**config.mk**
```make
export PLATFORM = sky130hd
export DESIGN_NAME = ftanh_front
export DESIGN_NICKNAME = d
export VERILOG_FILES = /design/src/sv/ftanh_pkg.sv /design/src/sv/ftanh_front.sv
export SDC_FILE = /design/constraint.sdc
export NUM_CORES = 1
export LEC_CHECK = 0
export BUFFER_PORTS_ARGS = -buffer_cell sky130_fd_sc_hd__buf_2
export CAP_MARGIN = 40
export CORE_ASPECT_RATIO = 0.75
export CORE_MARGIN = 1
export CORE_UTILIZATION = 55
export DETAILED_ROUTE_END_ITERATION = 8
export PLACE_DENSITY = 0.84
export SETUP_SLACK_MARGIN = 0.2
export SLEW_MARGIN = 20
export SYNTH_ARGS = -nofsm -noshare
export SYNTH_HDL_FRONTEND = slang
export SYNTH_SLANG_ARGS = --single-unit
```
**constraint.sdc**
```tcl
create_clock -name clk -period 11.64 [get_ports clk]
set_input_delay 2.328 -clock clk [delete_from_list [all_inputs] [get_ports clk]]
set_output_delay 2.328 -clock clk [all_outputs]
set_load 0.02 [all_outputs]
```
**src/sv/ftanh_pkg.sv**
```systemverilog
package ftanh_pkg;

  // range selection and index forming
  localparam logic [31:0] IdxBias  = 32'h39800000;
  localparam logic [31:0] LinBound = 32'h39ddb3d7;
  localparam logic [31:0] SatBound = 32'h41102cb3;
  localparam logic [31:0] OneBits  = 32'h3f800000;
  localparam int          IdxShift = 22;

  // per-item data that travels beside the arithmetic
  typedef struct packed {
    logic [4:0]         idx;   // interval index
    logic [23:0]        rm;    // reduced argument, normalized mantissa
    logic signed [10:0] re;    // reduced argument exponent (value = rm * 2^(re-150))
    logic               sgn;   // input sign
    logic [30:0]        mag;   // input magnitude bits
    logic               last;
  } side_t;

  // coefficient ROM, row k holds c_k for all 32 intervals
  localparam logic [31:0] CoefRom [7][32] = '{
    '{32'h00000000,32'h39bfffff,32'h39ffffff,32'h3a3ffffe,32'h3a7ffffb,32'h3abffff7,
      32'h3affffeb,32'h3b3fffdc,32'h3b7fffab,32'h3bbfff70,32'h3bfffeab,32'h3c3ffdc0,
      32'h3c7ffaab,32'h3cbff701,32'h3cffeaad,32'h3d3fdc08,32'h3d7faacd,32'h3dbf7081,
      32'h3dfeacc9,32'h3e3dc7fd,32'h3e7acbf5,32'h3eb77a9f,32'h3eec9a9f,32'h3f22991f,
      32'h3f42f7d6,32'h3f67b7cc,32'h3f76ca83,32'h3f7ebbe9,32'h3f7fd40c,32'h3f7fff32,
      32'h3f7ffffc,32'h3f800000},
    '{32'h3f800000,32'h3f800018,32'h3f7fffe8,32'h3f7fffda,32'h3f7fffdc,32'h3f7fffdc,
      32'h3f7fffac,32'h3f7fff70,32'h3f7ffeec,32'h3f7ffdc0,32'h3f7ffbed,32'h3f7ff704,
      32'h3f7feff5,32'h3f7fdbca,32'h3f7fbfff,32'h3f7f7041,32'h3f7f009b,32'h3f7dc36c,
      32'h3f7c0aa8,32'h3f7734b8,32'h3f70a4de,32'h3f5f1fd8,32'h3f495493,32'h3f18b9ec,
      32'h3ed706cb,32'h3e390b06,32'h3d90b11f,32'h3c21a053,32'h3aaf7fdb,32'h37ccc1a3,
      32'h355c6733,32'h00000000},
    '{32'h00000000,32'hbe4e0ff1,32'h3d25b1b1,32'h3d6b6dab,32'h3c9fb1d5,32'hbabff06f,
      32'h3c07b3f6,32'hbb3fc1bc,32'h3a9f5921,32'hbbbf06f2,32'hbbb0f402,32'hbc47db9e,
      32'hbc73d5e7,32'hbca25bda,32'hbcfca780,32'hbd40e07c,32'hbd7dab03,32'hbdbe4a0f,
      32'hbdfb14a5,32'hbe36cc8d,32'hbe6bd102,32'hbe9fe7c5,32'hbeba0f10,32'hbec206a8,
      32'hbea3c388,32'hbe277d62,32'hbd8b7960,32'hbc209f49,32'hbaad44ca,32'hb7c6eeac,
      32'hb663aa41,32'h00000000},
    '{32'h00000000,32'h45b3ae96,32'hc414eb20,32'hc450e02e,32'hc3152b4e,32'hbead2f56,
      32'hc2162e02,32'hbeb4bd5a,32'hc11a59a4,32'hbed2f507,32'hc020d32c,32'h3dd0f506,
      32'hbf2a75e2,32'hbff950e3,32'hbed47334,32'hbe809b8c,32'hbeb64532,32'hbe961a5b,
      32'hbe9b63ac,32'hbea0d4b2,32'hbe828a77,32'hbe378612,32'hbdc20908,32'h3d2d3957,
      32'h3dd46e89,32'h3db3f629,32'h3d2c5e7b,32'h3bd20403,32'h3a59dfae,32'h3770af45,
      32'h372cc014,32'h00000000},
    '{32'h00000000,32'hcc981a1b,32'h4a7edd3d,32'h4ab1007c,32'h48fedd9c,32'h41a557b5,
      32'h477ee32a,32'h422557f5,32'h45ff3ce4,32'h42a55641,32'h446e0867,32'hc33dc19a,
      32'h42915214,32'h43af4fad,32'h4110fe88,32'hc1099b75,32'h3fc8a8dc,32'hbfbeaef5,
      32'hbe365aad,32'h3f4d9652,32'h3ddfa08f,32'h3e34e9b8,32'h3e2d07a6,32'h3dc63567,
      32'h3cdaeb78,32'hbcd17537,32'hbc92829c,32'hbb43ab99,32'hb9b471dd,32'hb6baad5a,
      32'hb78bafc7,32'h00000000},
    '{32'h00000000,32'h52f688d5,32'hd0505c72,32'hd08f98e3,32'hce505cc9,32'hc7162b8a,
      32'hcc5061d6,32'hc7162bdf,32'hca50b37f,32'hc7162a3a,32'hc8422086,32'h471a714e,
      32'hc5ece1f1,32'hc70e3d90,32'hc3eba94a,32'h43e0c424,32'hc21f4552,32'h42217cc8,
      32'h405e7dc4,32'hc10dd401,32'h3e96b602,32'hbd1a6d2f,32'hbd393883,32'hbd674682,
      32'hbd310016,32'hb961e269,32'h3ba32495,32'h3a7680d5,32'h38b3173c,32'h35a9deea,
      32'h375c3f2a,32'h00000000},
    '{32'h00000000,32'hd8995ed1,32'h558285ea,32'h55b2cd69,32'h53028625,32'h4bc9991f,
      32'h5082898a,32'h4b4999b3,32'h4e02c07c,32'h4ac99764,32'h4b72c822,32'hca40c0e1,
      32'h489413e4,32'h49b12224,32'h46134c4e,32'hc60c2d57,32'h43c83910,32'hc3c872d1,
      32'hc186bc9e,32'h42325bc3,32'hbf2ffa4a,32'h3d9a203c,32'hbc545a43,32'hbae08fee,
      32'h3c80225d,32'h3b1fd1df,32'hba36b9d1,32'hb91de544,32'hb71f100f,32'hb408e2ed,
      32'hb685fec8,32'h00000000}
  };

  // leading zero count of a 24-bit mantissa, 24 when zero
  function automatic logic [4:0] lzc24(input logic [23:0] v);
    logic [4:0] n;
    logic       found;
    n     = 5'd24;
    found = 1'b0;
    for (int i = 23; i >= 0; i--) begin
      if (!found && v[i]) begin
        n     = 5'(23 - i);
        found = 1'b1;
      end
    end
    return n;
  endfunction

endpackage

```
**src/sv/ftanh_front.sv**
```systemverilog
// Input stage: magnitude, interval index and normalized reduced argument.
module ftanh_front (
  input  logic                clk,
  input  logic                rst,
  input  logic                adv,
  input  logic                in_valid,
  input  logic [31:0]         x_bits,
  input  logic                last_item,
  output logic                out_valid,
  output ftanh_pkg::side_t    out_side
);

  logic [31:0] diff;
  logic [23:0] q;
  logic [4:0]  lz;

  // index uses a wrapping subtract of the bias
  assign diff = {1'b0, x_bits[30:0]} - ftanh_pkg::IdxBias;
  // reduced argument is the low 22 mantissa bits at the input's scale
  assign q    = {2'b00, x_bits[21:0]};
  assign lz   = ftanh_pkg::lzc24(q);

  always_ff @(posedge clk) begin
    if (rst) begin
      out_valid <= 1'b0;
    end else if (adv) begin
      out_valid <= in_valid;
    end
  end

  always_ff @(posedge clk) begin
    if (adv) begin
      out_side.idx  <= diff[ftanh_pkg::IdxShift +: 5];
      out_side.rm   <= q << lz;
      out_side.re   <= $signed({3'b000, x_bits[30:23]}) - $signed({6'b000000, lz});
      out_side.sgn  <= x_bits[31];
      out_side.mag  <= x_bits[30:0];
      out_side.last <= last_item;
    end
  end

endmodule

```
==> out/qor.yml, run 1 <==
synthesis:
  synth_xor_area_share_pct: 1.838
  ys_types: 61
  yosys.area.top_type: "edfxtp_1"
  yosysWarnings: 0
  synthAdderAreaFrac_pct: 2.495
  synthMuxAreaShare_pct: 7.912
  syn_area_sq_um: 3811
  synth_top_area_share_pct: 55.15
  synth_edf_count: 70
  synth_seq_cells: 71
  synth_area_leaders: "edfxtp_1 (55%), mux2i_1 (6.0%), a21oi_1 (3.4%)"
  async_flop_share_pct: 0
  netlist_instances: 314
  ys.flop_type: "edfxtp_1"
  ys_seq_area_share_pct: 55.68
  synth_top_family_by_area: "compound AO/OA/AOI/OAI gates"
  syn_avg_cell_area_sq_um: 12.14
  synth_compound_area_share_pct: 16.32
  yosys.area_share.simple_pct: 11.39
die:
  initial_core_util_pct: 58.58
  die-width_um: 98.12
  io_pins: 111
  core_area_sq_um: 6506
  rows: 25
  dieArea_sq_um: 7270
  die_h_um: 74.09
sta:
  tns_ns: 0
  rsz0062_at_grt: "no"
  worst_pin_slew_ns: 0.7460
  slew-limit-headroom_pct: 50.27
  max_freq_mhz: 172.0
  fin_crit_ns: 5.814
  period_share_pct: 49.95
  drv_slew: 0
  setup_viol: 0
  finalHoldViolCount: 0
  holdWs_ns: 0.5153
  skew_ns: 0
detailed_routing:
  dr.first_iter.drc_count: 313
  drtAntennaViolNets: 0
  vias_per_cell: 6.288
  drtPass1Iterations: 8
  drc: 10
  wire_per_inst_um: 19.85
  vias: 3213
  totalWireLength_mm: 10.14
global_routing:
  grt_usage_pct: 29.51
  grt_overflow: 0
  antenna_found_initial: 0
  grt_pass1_vias: 2984
  use_met3_pct: 10.34
  grtUsageMet2_pct: 44.52
  top_usage_layer: "met2"
  grt_pass1_wl_mm: 15.67
  grtUsageMet1_pct: 39.80
  grt_start_max_net_pins: 38
clock_network:
  postCtsSetupRepairBufs: 0
  clock_latency_ns: 0.35
  cts_resized: 0
  cts_root_buf: "clkbuf_8"
  numCtsBuffers: 9
  cts_hold_buf: 0
  ctsLongestPathBuffers: 2
  htree_num_levels: 3
  numClockSinks: 71
  cts_tree: "built"
  clk_pin_slew_ns: 0.08
cells_and_area:
  most-common-layout-cells: "buf_2 (110), edfxtp_1 (70), a21oi_1 (26), mux2i_1 (23), nor2_1 (22)"
  final_common_cell: "buf_2"
  drive_gt1_share_pct: 34.88
  layout.nets: 469
  register_area_sq_um: 2122
  nFillCells: 493
  antennaDiodeCount: 0
  area_growth_pct: 20.95
  multi_input_area_sq_um: 1530
power:
  clock_power_share_pct: 32.7
  swShare_pct: 29.11
  p_per_area_nw_per_um2: 148.1
  seq_power_share_pct: 46.3
  p_leak_nw: 1.910
  p_switching_mw: 0.1987
  ir_drop_mv: 0.09808
  combPwrFrac_pct: 21.1
  internal-power_mw: 0.4839
place:
  dp_hpwl_mm: 7.500
  portBuffers: 110
  gp_congestion: 0.9155
critical_path:
  start_kind: "input port"
  crit_path_end_kind: "flip-flop"
  crit_required_ns: 11.74
  worst-path-max-fanout: 18
  worstPathArrival_ns: 5.92
  critPathKind: "input port to flip-flop"
run_status:
  violations: "design-rule violations"
  status: "complete, but fails checks"
run:
  drv_cap: 0
min_path:
  hold_path.class: "flip-flop to flip-flop"
worst paths after layout:
check / startpoint / to / slack, ns / cells after the start
worst max-delay path: x_bits[17] / out_side[39] / 5.83 / 17
worst min-delay path: out_valid / out_valid / 0.52 / 2
worst max register to register: out_valid / out_valid / 11.05 / 2
worst min register to register: out_valid / out_valid / 0.52 / 2
kinds of logic (layout without fill, tap and decap cells):
| logic type | after synthesis | after routing |
|---|---|---|
| AO/OA/AOI/OAI | 86 | 86 |
| AND/OR/NAND/NOR | 84 | 84 |
| flip-flops | 71 | 71 |
| buffers and inverters | 29 | 144 |
| multiplexers | 28 | 28 |
| XOR/XNOR | 8 | 8 |
| adder cells (fa/ha/maj) | 7 | 7 |
| other | 1 | 2 |
synth_stat cells, types with 2 or more instances:
master and number:
and2_1 2, buf_4 5, mux2_2 3, and3_1 2
a22o_1 2, edfxtp_1 70, or2_2 2, a221oi_1 4
clkbuf_1 2, nand2_1 19, a21oi_1 26, a32oi_1 3
nand4_1 2, xnor2_1 4, o31a_1 2, o32ai_1 4
nor4_1 5, o211ai_1 5, buf_6 4, nand2b_1 3
xor2_1 4, nand3_1 7, nor4_2 2, nor3_1 9
inv_2 4, or3_1 3, inv_1 9, o21ai_0 7
a21o_1 5, ha_1 6, o31ai_1 2, o21bai_1 2
a22oi_1 9, buf_2 4, mux2i_1 23, nor2_1 22
nor2b_1 2, a211oi_1 2
registers in the layout, indices dropped and copies added (netlist names):
signal and cells:
out_side 70, out_valid 1
through the flow:
| step | worst slack, ns | total power [mW] | instances | utilization [%] | instance area [sq um] |
|---|---|---|---|---|---|
| floorplan | 6.205 | 0.4095 | 315 | - | 3815 |
| global placement | 5.649 | 0.4616 | 493 | 67.19 | 4372 |
| detailed placement | 5.557 | 0.4629 | 493 | 67.19 | 4372 |
| CTS | 5.912 | 0.6836 | 509 | 70.62 | 4594 |
| global route | 5.572 | 0.7054 | 511 | 70.85 | 4609 |
| finish | 5.826 | 0.6826 | 511 | 70.85 | 4609 |
power groups by stage:
stage / Combinational, mW / Clock [mW] / Sequential (mW)
floorplan: 0.0541 / 0 / 0.355
global placement: 0.141 / 0 / 0.321
detailed placement: 0.141 / 0 / 0.322
CTS: 0.142 / 0.226 / 0.316
global route: 0.153 / 0.234 / 0.318
finish: 0.144 / 0.223 / 0.316
final cells by class:
cell class	instances	share of cell area, %
Multi-Input combinational cell	215	33.20
Clock buffer	11	3.067
Sequential cell	71	46.04
Timing Repair Buffer	114	12.60
Inverter	14	1.140
Clock inverter	5	1.764
Tap cell	81	2.199
critical path: stages:
cell and delay (ns):
buf_2 0.15, nor4_2 0.34, and2_1 0.41, and3_4 0.28, inv_2 0.11, a211o_4 0.30, nand3_4 0.22, nand2_1 0.16
clkinv_1 0.18, ha_1 0.17, inv_1 0.06, fa_1 0.42, a21o_1 0.20, a21oi_1 0.23, nor2b_1 0.10, nor3_1 0.18
xor2_1 0.09
routing by layer:
layer	part of all wire [%]	vias to the layer above	wire length (um)
li1	-	1443	-
met1	44	1528	4435
met2	42	218	4305
met3	12	24	1173
met4	2.2	0	228
met5	0	-	0
No activity file was read; power rests on OpenSTA's default activity.
==> run 2: changes to the inputs <==
--- a/config.mk
+++ b/config.mk
@@ -9,9 +9,9 @@
 export CAP_MARGIN = 40
 export CORE_ASPECT_RATIO = 0.75
 export CORE_MARGIN = 1
-export CORE_UTILIZATION = 55
+export CORE_UTILIZATION = 52
 export DETAILED_ROUTE_END_ITERATION = 8
-export PLACE_DENSITY = 0.84
+export PLACE_DENSITY = 0.8
 export SETUP_SLACK_MARGIN = 0.2
 export SLEW_MARGIN = 20
 export SYNTH_ARGS = -nofsm -noshare
==> constraint.sdc (replaced) <==
create_clock -name clk -period 5.74 [get_ports clk]
set_input_delay 1.148 -clock clk [delete_from_list [all_inputs] [get_ports clk]]
set_output_delay 1.148 -clock clk [all_outputs]
set_load 0.02 [all_outputs]
==> run 2 against run 1 <==
Effect of this change:
- largest power group unchanged
- sequential power is 100% higher
- clock-buffer cell count down 2
- the run now ends clean
- flip-flop and latch count unchanged
- critical path type unchanged
==> out/qor.yml, run 2 (synthesized netlist as in run 1, its figures left out) <==
run_status:
  status: "completed"
global_routing:
  antenna_found_initial: 1
  grt_usage_pct: 25.22
  grt_start_max_net_pins: 72
  grt_pass1_wl_mm: 14.63
  grt_pass1_vias: 2805
  grt_overflow: 0
die:
  die_h_um: 76.14
  core_area_sq_um: 6962
  io_pins: 111
  die-width_um: 100.9
  initial_core_util_pct: 54.74
  dieArea_sq_um: 7679
  rows: 26
clock_network:
  numClockSinks: 71
  cts_tree: "built"
  cts_root_buf: "clkbuf_8"
  numCtsBuffers: 9
  clock_latency_ns: 0.34
  cts_hold_buf: 0
  ctsLongestPathBuffers: 2
  htree_num_levels: 3
  clk_pin_slew_ns: 0.07
  cts_resized: 0
  postCtsSetupRepairBufs: 0
detailed_routing:
  vias_per_cell: 5.856
  drc: 0
  totalWireLength_mm: 9.410
  drtAntennaViolNets: 0
  wire_per_inst_um: 17.86
  drtPass1Iterations: 5
  met1_length_mm: 4.258
  wl_met3_um: 806
  dr.first_iter.drc_count: 242
  vias: 3086
  wl_met2_mm: 4.230
  topRoutingLayerUsed: "met5"
sta:
  tns_ns: 0
  skew_ns: 0
  slew-limit-headroom_pct: 50.15
  drv_slew: 0
  rsz0062_at_grt: "no"
  finalHoldViolCount: 0
  fin_crit_ns: 4.650
  max_freq_mhz: 215.1
  setup_viol: 0
  period_share_pct: 81.01
  worst_pin_slew_ns: 0.7449
critical_path:
  crit_family: "simple AND/OR/NAND/NOR gates"
  crit_path_end_kind: "flip-flop"
  worstPathArrival_ns: 4.74
  cpPeakStageDelay_ns: 0.39
  start_kind: "input port"
  path_buf_inv: 4
  worst-path-max-fanout: 18
  critPathKind: "input port to flip-flop"
  crit_chain: "buf_2, nor4_2, and2_1, and3_4, inv_2, a211o_4, nand3_4, nand2_1, clkinv_1, ha_1, inv_1, fa_1, a21o_1, a21oi_1, nor2b_1, nor3_1, xor2_1"
  slowest_stage: "and2_1"
  crit_required_ns: 5.83
place:
  dp_hpwl_mm: 6.801
  gp_congestion: 0.9070
  portBuffers: 110
cells_and_area:
  layout.nets: 469
  nFillCells: 578
  regMostFlops: "out_side"
  area_growth_pct: 21.08
  most-common-layout-cells: "buf_2 (110), edfxtp_1 (70), a21oi_1 (26), mux2i_1 (23), nor2_1 (22)"
  antennaDiodeCount: 0
  final_common_cell: "buf_2"
  drive_gt1_share_pct: 34.97
  largest_reg_flops: 70
  reg_top3: "out_side x70, out_valid x1"
run:
  drv_cap: 0
power:
  p_total_mw: 1.314
  ir_drop_mv: 0.2112
  p_per_area_nw_per_um2: 284.8
  p_leak_nw: 1.907
min_path:
  hold_path.class: "flip-flop to flip-flop"
run 2: changes by cell type in the layout (fill, tap and decap cells not counted), sizes merged:
cell / before / now
bufinv: 2 / 1
clkbuf: 11 / 9
clkinvlp: 1 / 0
clkinv: 3 / 6
run 2: worst min-delay path, stage by stage, from the launching register on:
cell and delay (ns):
dfxtp_1 0.33, mux2i_1 0.06, nor2_1 0.07
run 2: power breakdown:
group	internal (mW)	switching [mW]	leakage, nW	total (mW)
clock network	0.197	0.188	0.0988	0.385
logic	0.0965	0.191	1.12	0.288
registers	0.629	0.0120	0.693	0.641
run 2: worst paths after layout:
| check | cells past startpoint | start | slack [ns] | end |
|---|---|---|---|---|
| hold reg to reg | 2 | out_valid | 0.49 | out_valid |
| hold / removal | 2 | out_valid | 0.49 | out_valid |
| setup reg to reg | 2 | out_valid | 5.17 | out_valid |
| setup / recovery | 17 | x_bits[17] | 1.09 | out_side[39] |
run 2: per-stage QoR:
stage	hold WS (ns)	cell area [sq um]	setup WS, ns	util, %	instances
detailed placement	0.4821	4393	0.7873	63.10	510
CTS	0.4999	4579	1.131	65.78	525
floorplan	0.5788	3815	1.485	-	315
global route	0.5787	4614	0.8654	66.28	527
finish	0.4917	4614	1.090	66.28	527
global placement	0.4679	4393	0.8333	63.10	510
run 2: area by class of cell:
type	instances	area, sq um	area share, %
timing repair buffer	114	600.6	13.02
clock inverter	6	62.56	1.356
tap	98	122.6	2.657
multi-input combinational	215	1530	33.16
inverter	14	52.55	1.139
sequential	71	2122	45.99
clock buffer	9	123.9	2.684
run 2: per-layer routing:
metal | up-vias | track usage, %
li1 | 1439 | -
met1 | 1470 | 35.98
met2 | 160 | 38.08
met3 | 15 | 6.972
met4 | 2 | 6.522
met5 | - | 0
==> run 3: changes to the inputs <==
==> constraint.sdc (replaced) <==
create_clock -name clk -period 4.5 [get_ports clk]
set_input_delay 0.9 -clock clk [delete_from_list [all_inputs] [get_ports clk]]
set_output_delay 0.9 -clock clk [all_outputs]
set_load 0.02 [all_outputs]
==> run 3 against run 2 <==
Effect of this change:
- core utilization rose by 0.86 points
- via count rose by 3.0%
- sequential power rose by 28%
- global-route usage rose by 2.5 points
- wire length rose by 7.4%
- power rose by 25%
- die area did not move
- final cell count rose by 2.1%
- cell area rose by 1.3%
- clock-buffer cell count did not move
- clock power rose by 16%
- largest cell class unchanged
- largest power group unchanged
==> out/qor.yml, run 3 (synthesized netlist as in run 1, its figures left out) <==
critical_path:
  r2r_slack_ns: 3.92
  reg2reg_from: "out_valid"
  path_buf_inv: 4
  crit_chain: "buf_2, nor4_4, and2_1, and3_4, inv_2, a211o_4, nand3_4, nand2_1, clkinv_1, ha_1, inv_1, fa_1, a21o_1, a21oi_1, nor2b_1, nor3_1, xor2_1"
  start_kind: "input port"
  worst-path-max-fanout: 11
  critPathLaunch: "x_bits[18]"
  path_depth: 17
  critPathKind: "input port to flip-flop"
  crit_end: "out_side[39]"
  timing.rr.end: "out_valid"
  cpPeakStageDelay_ns: 0.41
  crit_path_end_kind: "flip-flop"
  crit_family: "simple AND/OR/NAND/NOR gates"
  slowest_stage: "fa_1"
  worstPathArrival_ns: 4.17
  crit_required_ns: 4.61
  ff2ff_path_depth: 2
cells_and_area:
  fin_cells: 538
  largest_reg_flops: 70
  fin_area_sq_um: 4674
  drive_gt1_share_pct: 36.36
  reg_top3: "out_side x70, out_valid x1"
  area_growth_pct: 22.65
  regMostFlops: "out_side"
  final_common_cell: "buf_2"
  antennaDiodeCount: 0
  layout.nets: 479
  most-common-layout-cells: "buf_2 (110), edfxtp_1 (70), a21oi_1 (26), mux2i_1 (23), nor2_1 (22)"
place:
  portBuffers: 110
  pre_cts_slack_ns: 0.08552
  placed_cell_area_sq_um: 4476
  dp_hpwl_mm: 7.483
  dp.cells: 521
  gp_congestion: 0.9875
sta:
  finalHoldViolCount: 0
  fin_crit_ns: 4.061
  drv_slew: 0
  setup_ws_ns: 0.4388
  rsz0062_at_grt: "no"
  slew-limit-headroom_pct: 48.36
  worst_pin_slew_ns: 0.7718
  max_freq_mhz: 246.2
  setup_viol: 0
  period_share_pct: 90.25
  tns_ns: 0
  skew_ns: 0
detailed_routing:
  totalWireLength_mm: 10.10
  dr.first_iter.drc_count: 392
  vias_per_cell: 5.907
  wire_per_inst_um: 18.78
  drc: 0
  drtPass1Iterations: 6
  drtAntennaViolNets: 0
  vias: 3178
global_routing:
  grt_start_max_net_pins: 42
  grt_usage_pct: 27.76
  grt_overflow: 0
  grt_pass1_wl_mm: 15.97
  antenna_found_initial: 0
  grt_pass1_vias: 3027
clock_network:
  postCtsSetupRepairBufs: 0
  clock_latency_ns: 0.35
  clk_pin_slew_ns: 0.08
  numClockSinks: 71
  cts_tree: "built"
  numCtsBuffers: 9
  cts_root_buf: "clkbuf_8"
  ctsLongestPathBuffers: 2
  htree_num_levels: 3
power:
  ir_drop_mv: 0.1880
  p_leak_nw: 1.940
  p_per_area_nw_per_um2: 350.6
run:
  drv_cap: 0
die:
  rows: 26
  die_h_um: 76.14
  initial_core_util_pct: 54.74
  dieArea_sq_um: 7679
  die-width_um: 100.9
  core_area_sq_um: 6962
  io_pins: 111
min_path:
  hold_path.class: "flip-flop to flip-flop"
  min-delay-start: "out_valid"
run_status:
  status: "completed"
[run 3: changes by cell type in the layout (fill, tap and decap cells not counted), moves of 2 or more]
cell | previous run | this run
buf_4 | 3 | 13
clkinv_4 | 2 | 0
clkinvlp_4 | 0 | 2
inv_6 | 0 | 2
[run 3: worst min-delay path by stage]
stage / endpoint / cells after the start
CTS: out_valid / 2
global route: out_valid / 2
finish: out_valid / 2
global placement: out_valid / 2
detailed placement: out_valid / 2
floorplan: out_valid / 2
[run 3: metrics by stage]
| step | util (%) | power [mW] | hold WS [ns] |
|---|---|---|---|
| 6_report | 67.15 | 1.639 | 0.4937 |
| 2_1_floorplan | - | 1.059 | 0.5788 |
| 5_1_grt | 67.15 | 1.709 | 0.5599 |
| 3_3_place_gp | 64.29 | 1.196 | 0.4674 |
| 3_5_place_dp | 64.29 | 1.201 | 0.4799 |
| 4_1_cts | 66.73 | 1.646 | 0.4982 |
[run 3: cell type report]
type	instances	area, sq um
Multi-Input combinational cell	215	1539
Clock inverter	7	46.29
Fill cell	561	2287
Tap cell	98	122.6
Timing Repair Buffer	124	668.1
Sequential cell	71	2122
Clock buffer	9	123.9
Inverter	14	52.55
[run 3: power by group]
| part | switching [mW] | leakage, nW | internal [mW] |
|---|---|---|---|
| Combinational | 0.248 | 1.16 | 0.126 |
| Clock | 0.247 | 0.0835 | 0.199 |
| Sequential | 0.0155 | 0.693 | 0.803 |
| Total | 0.511 | 1.94 | 1.13 |
[run 3: tightest hold or removal path, cell delays in order, from the launching register on]
cell,delay [ns]
dfxtp_1,0.33
mux2i_1,0.06
nor2_1,0.07
[run 3: repair_timing]
item	4_1_cts	5_1_grt
endpoints found under the setup margin	0	1
gates resized for setup	0	1
hold buffers	0	0
[run 3: routing by layer]
layer  part of all wire (%)  vias up  track usage (%)  wire length [um]
met5                      0        -                0                 0
met4                    1.8        0            8.986               181
met3                     10       20            9.817              1011
met2                     45      194            40.68              4504
met1                     44     1504            38.47              4406
li1                       -     1460                -                 -
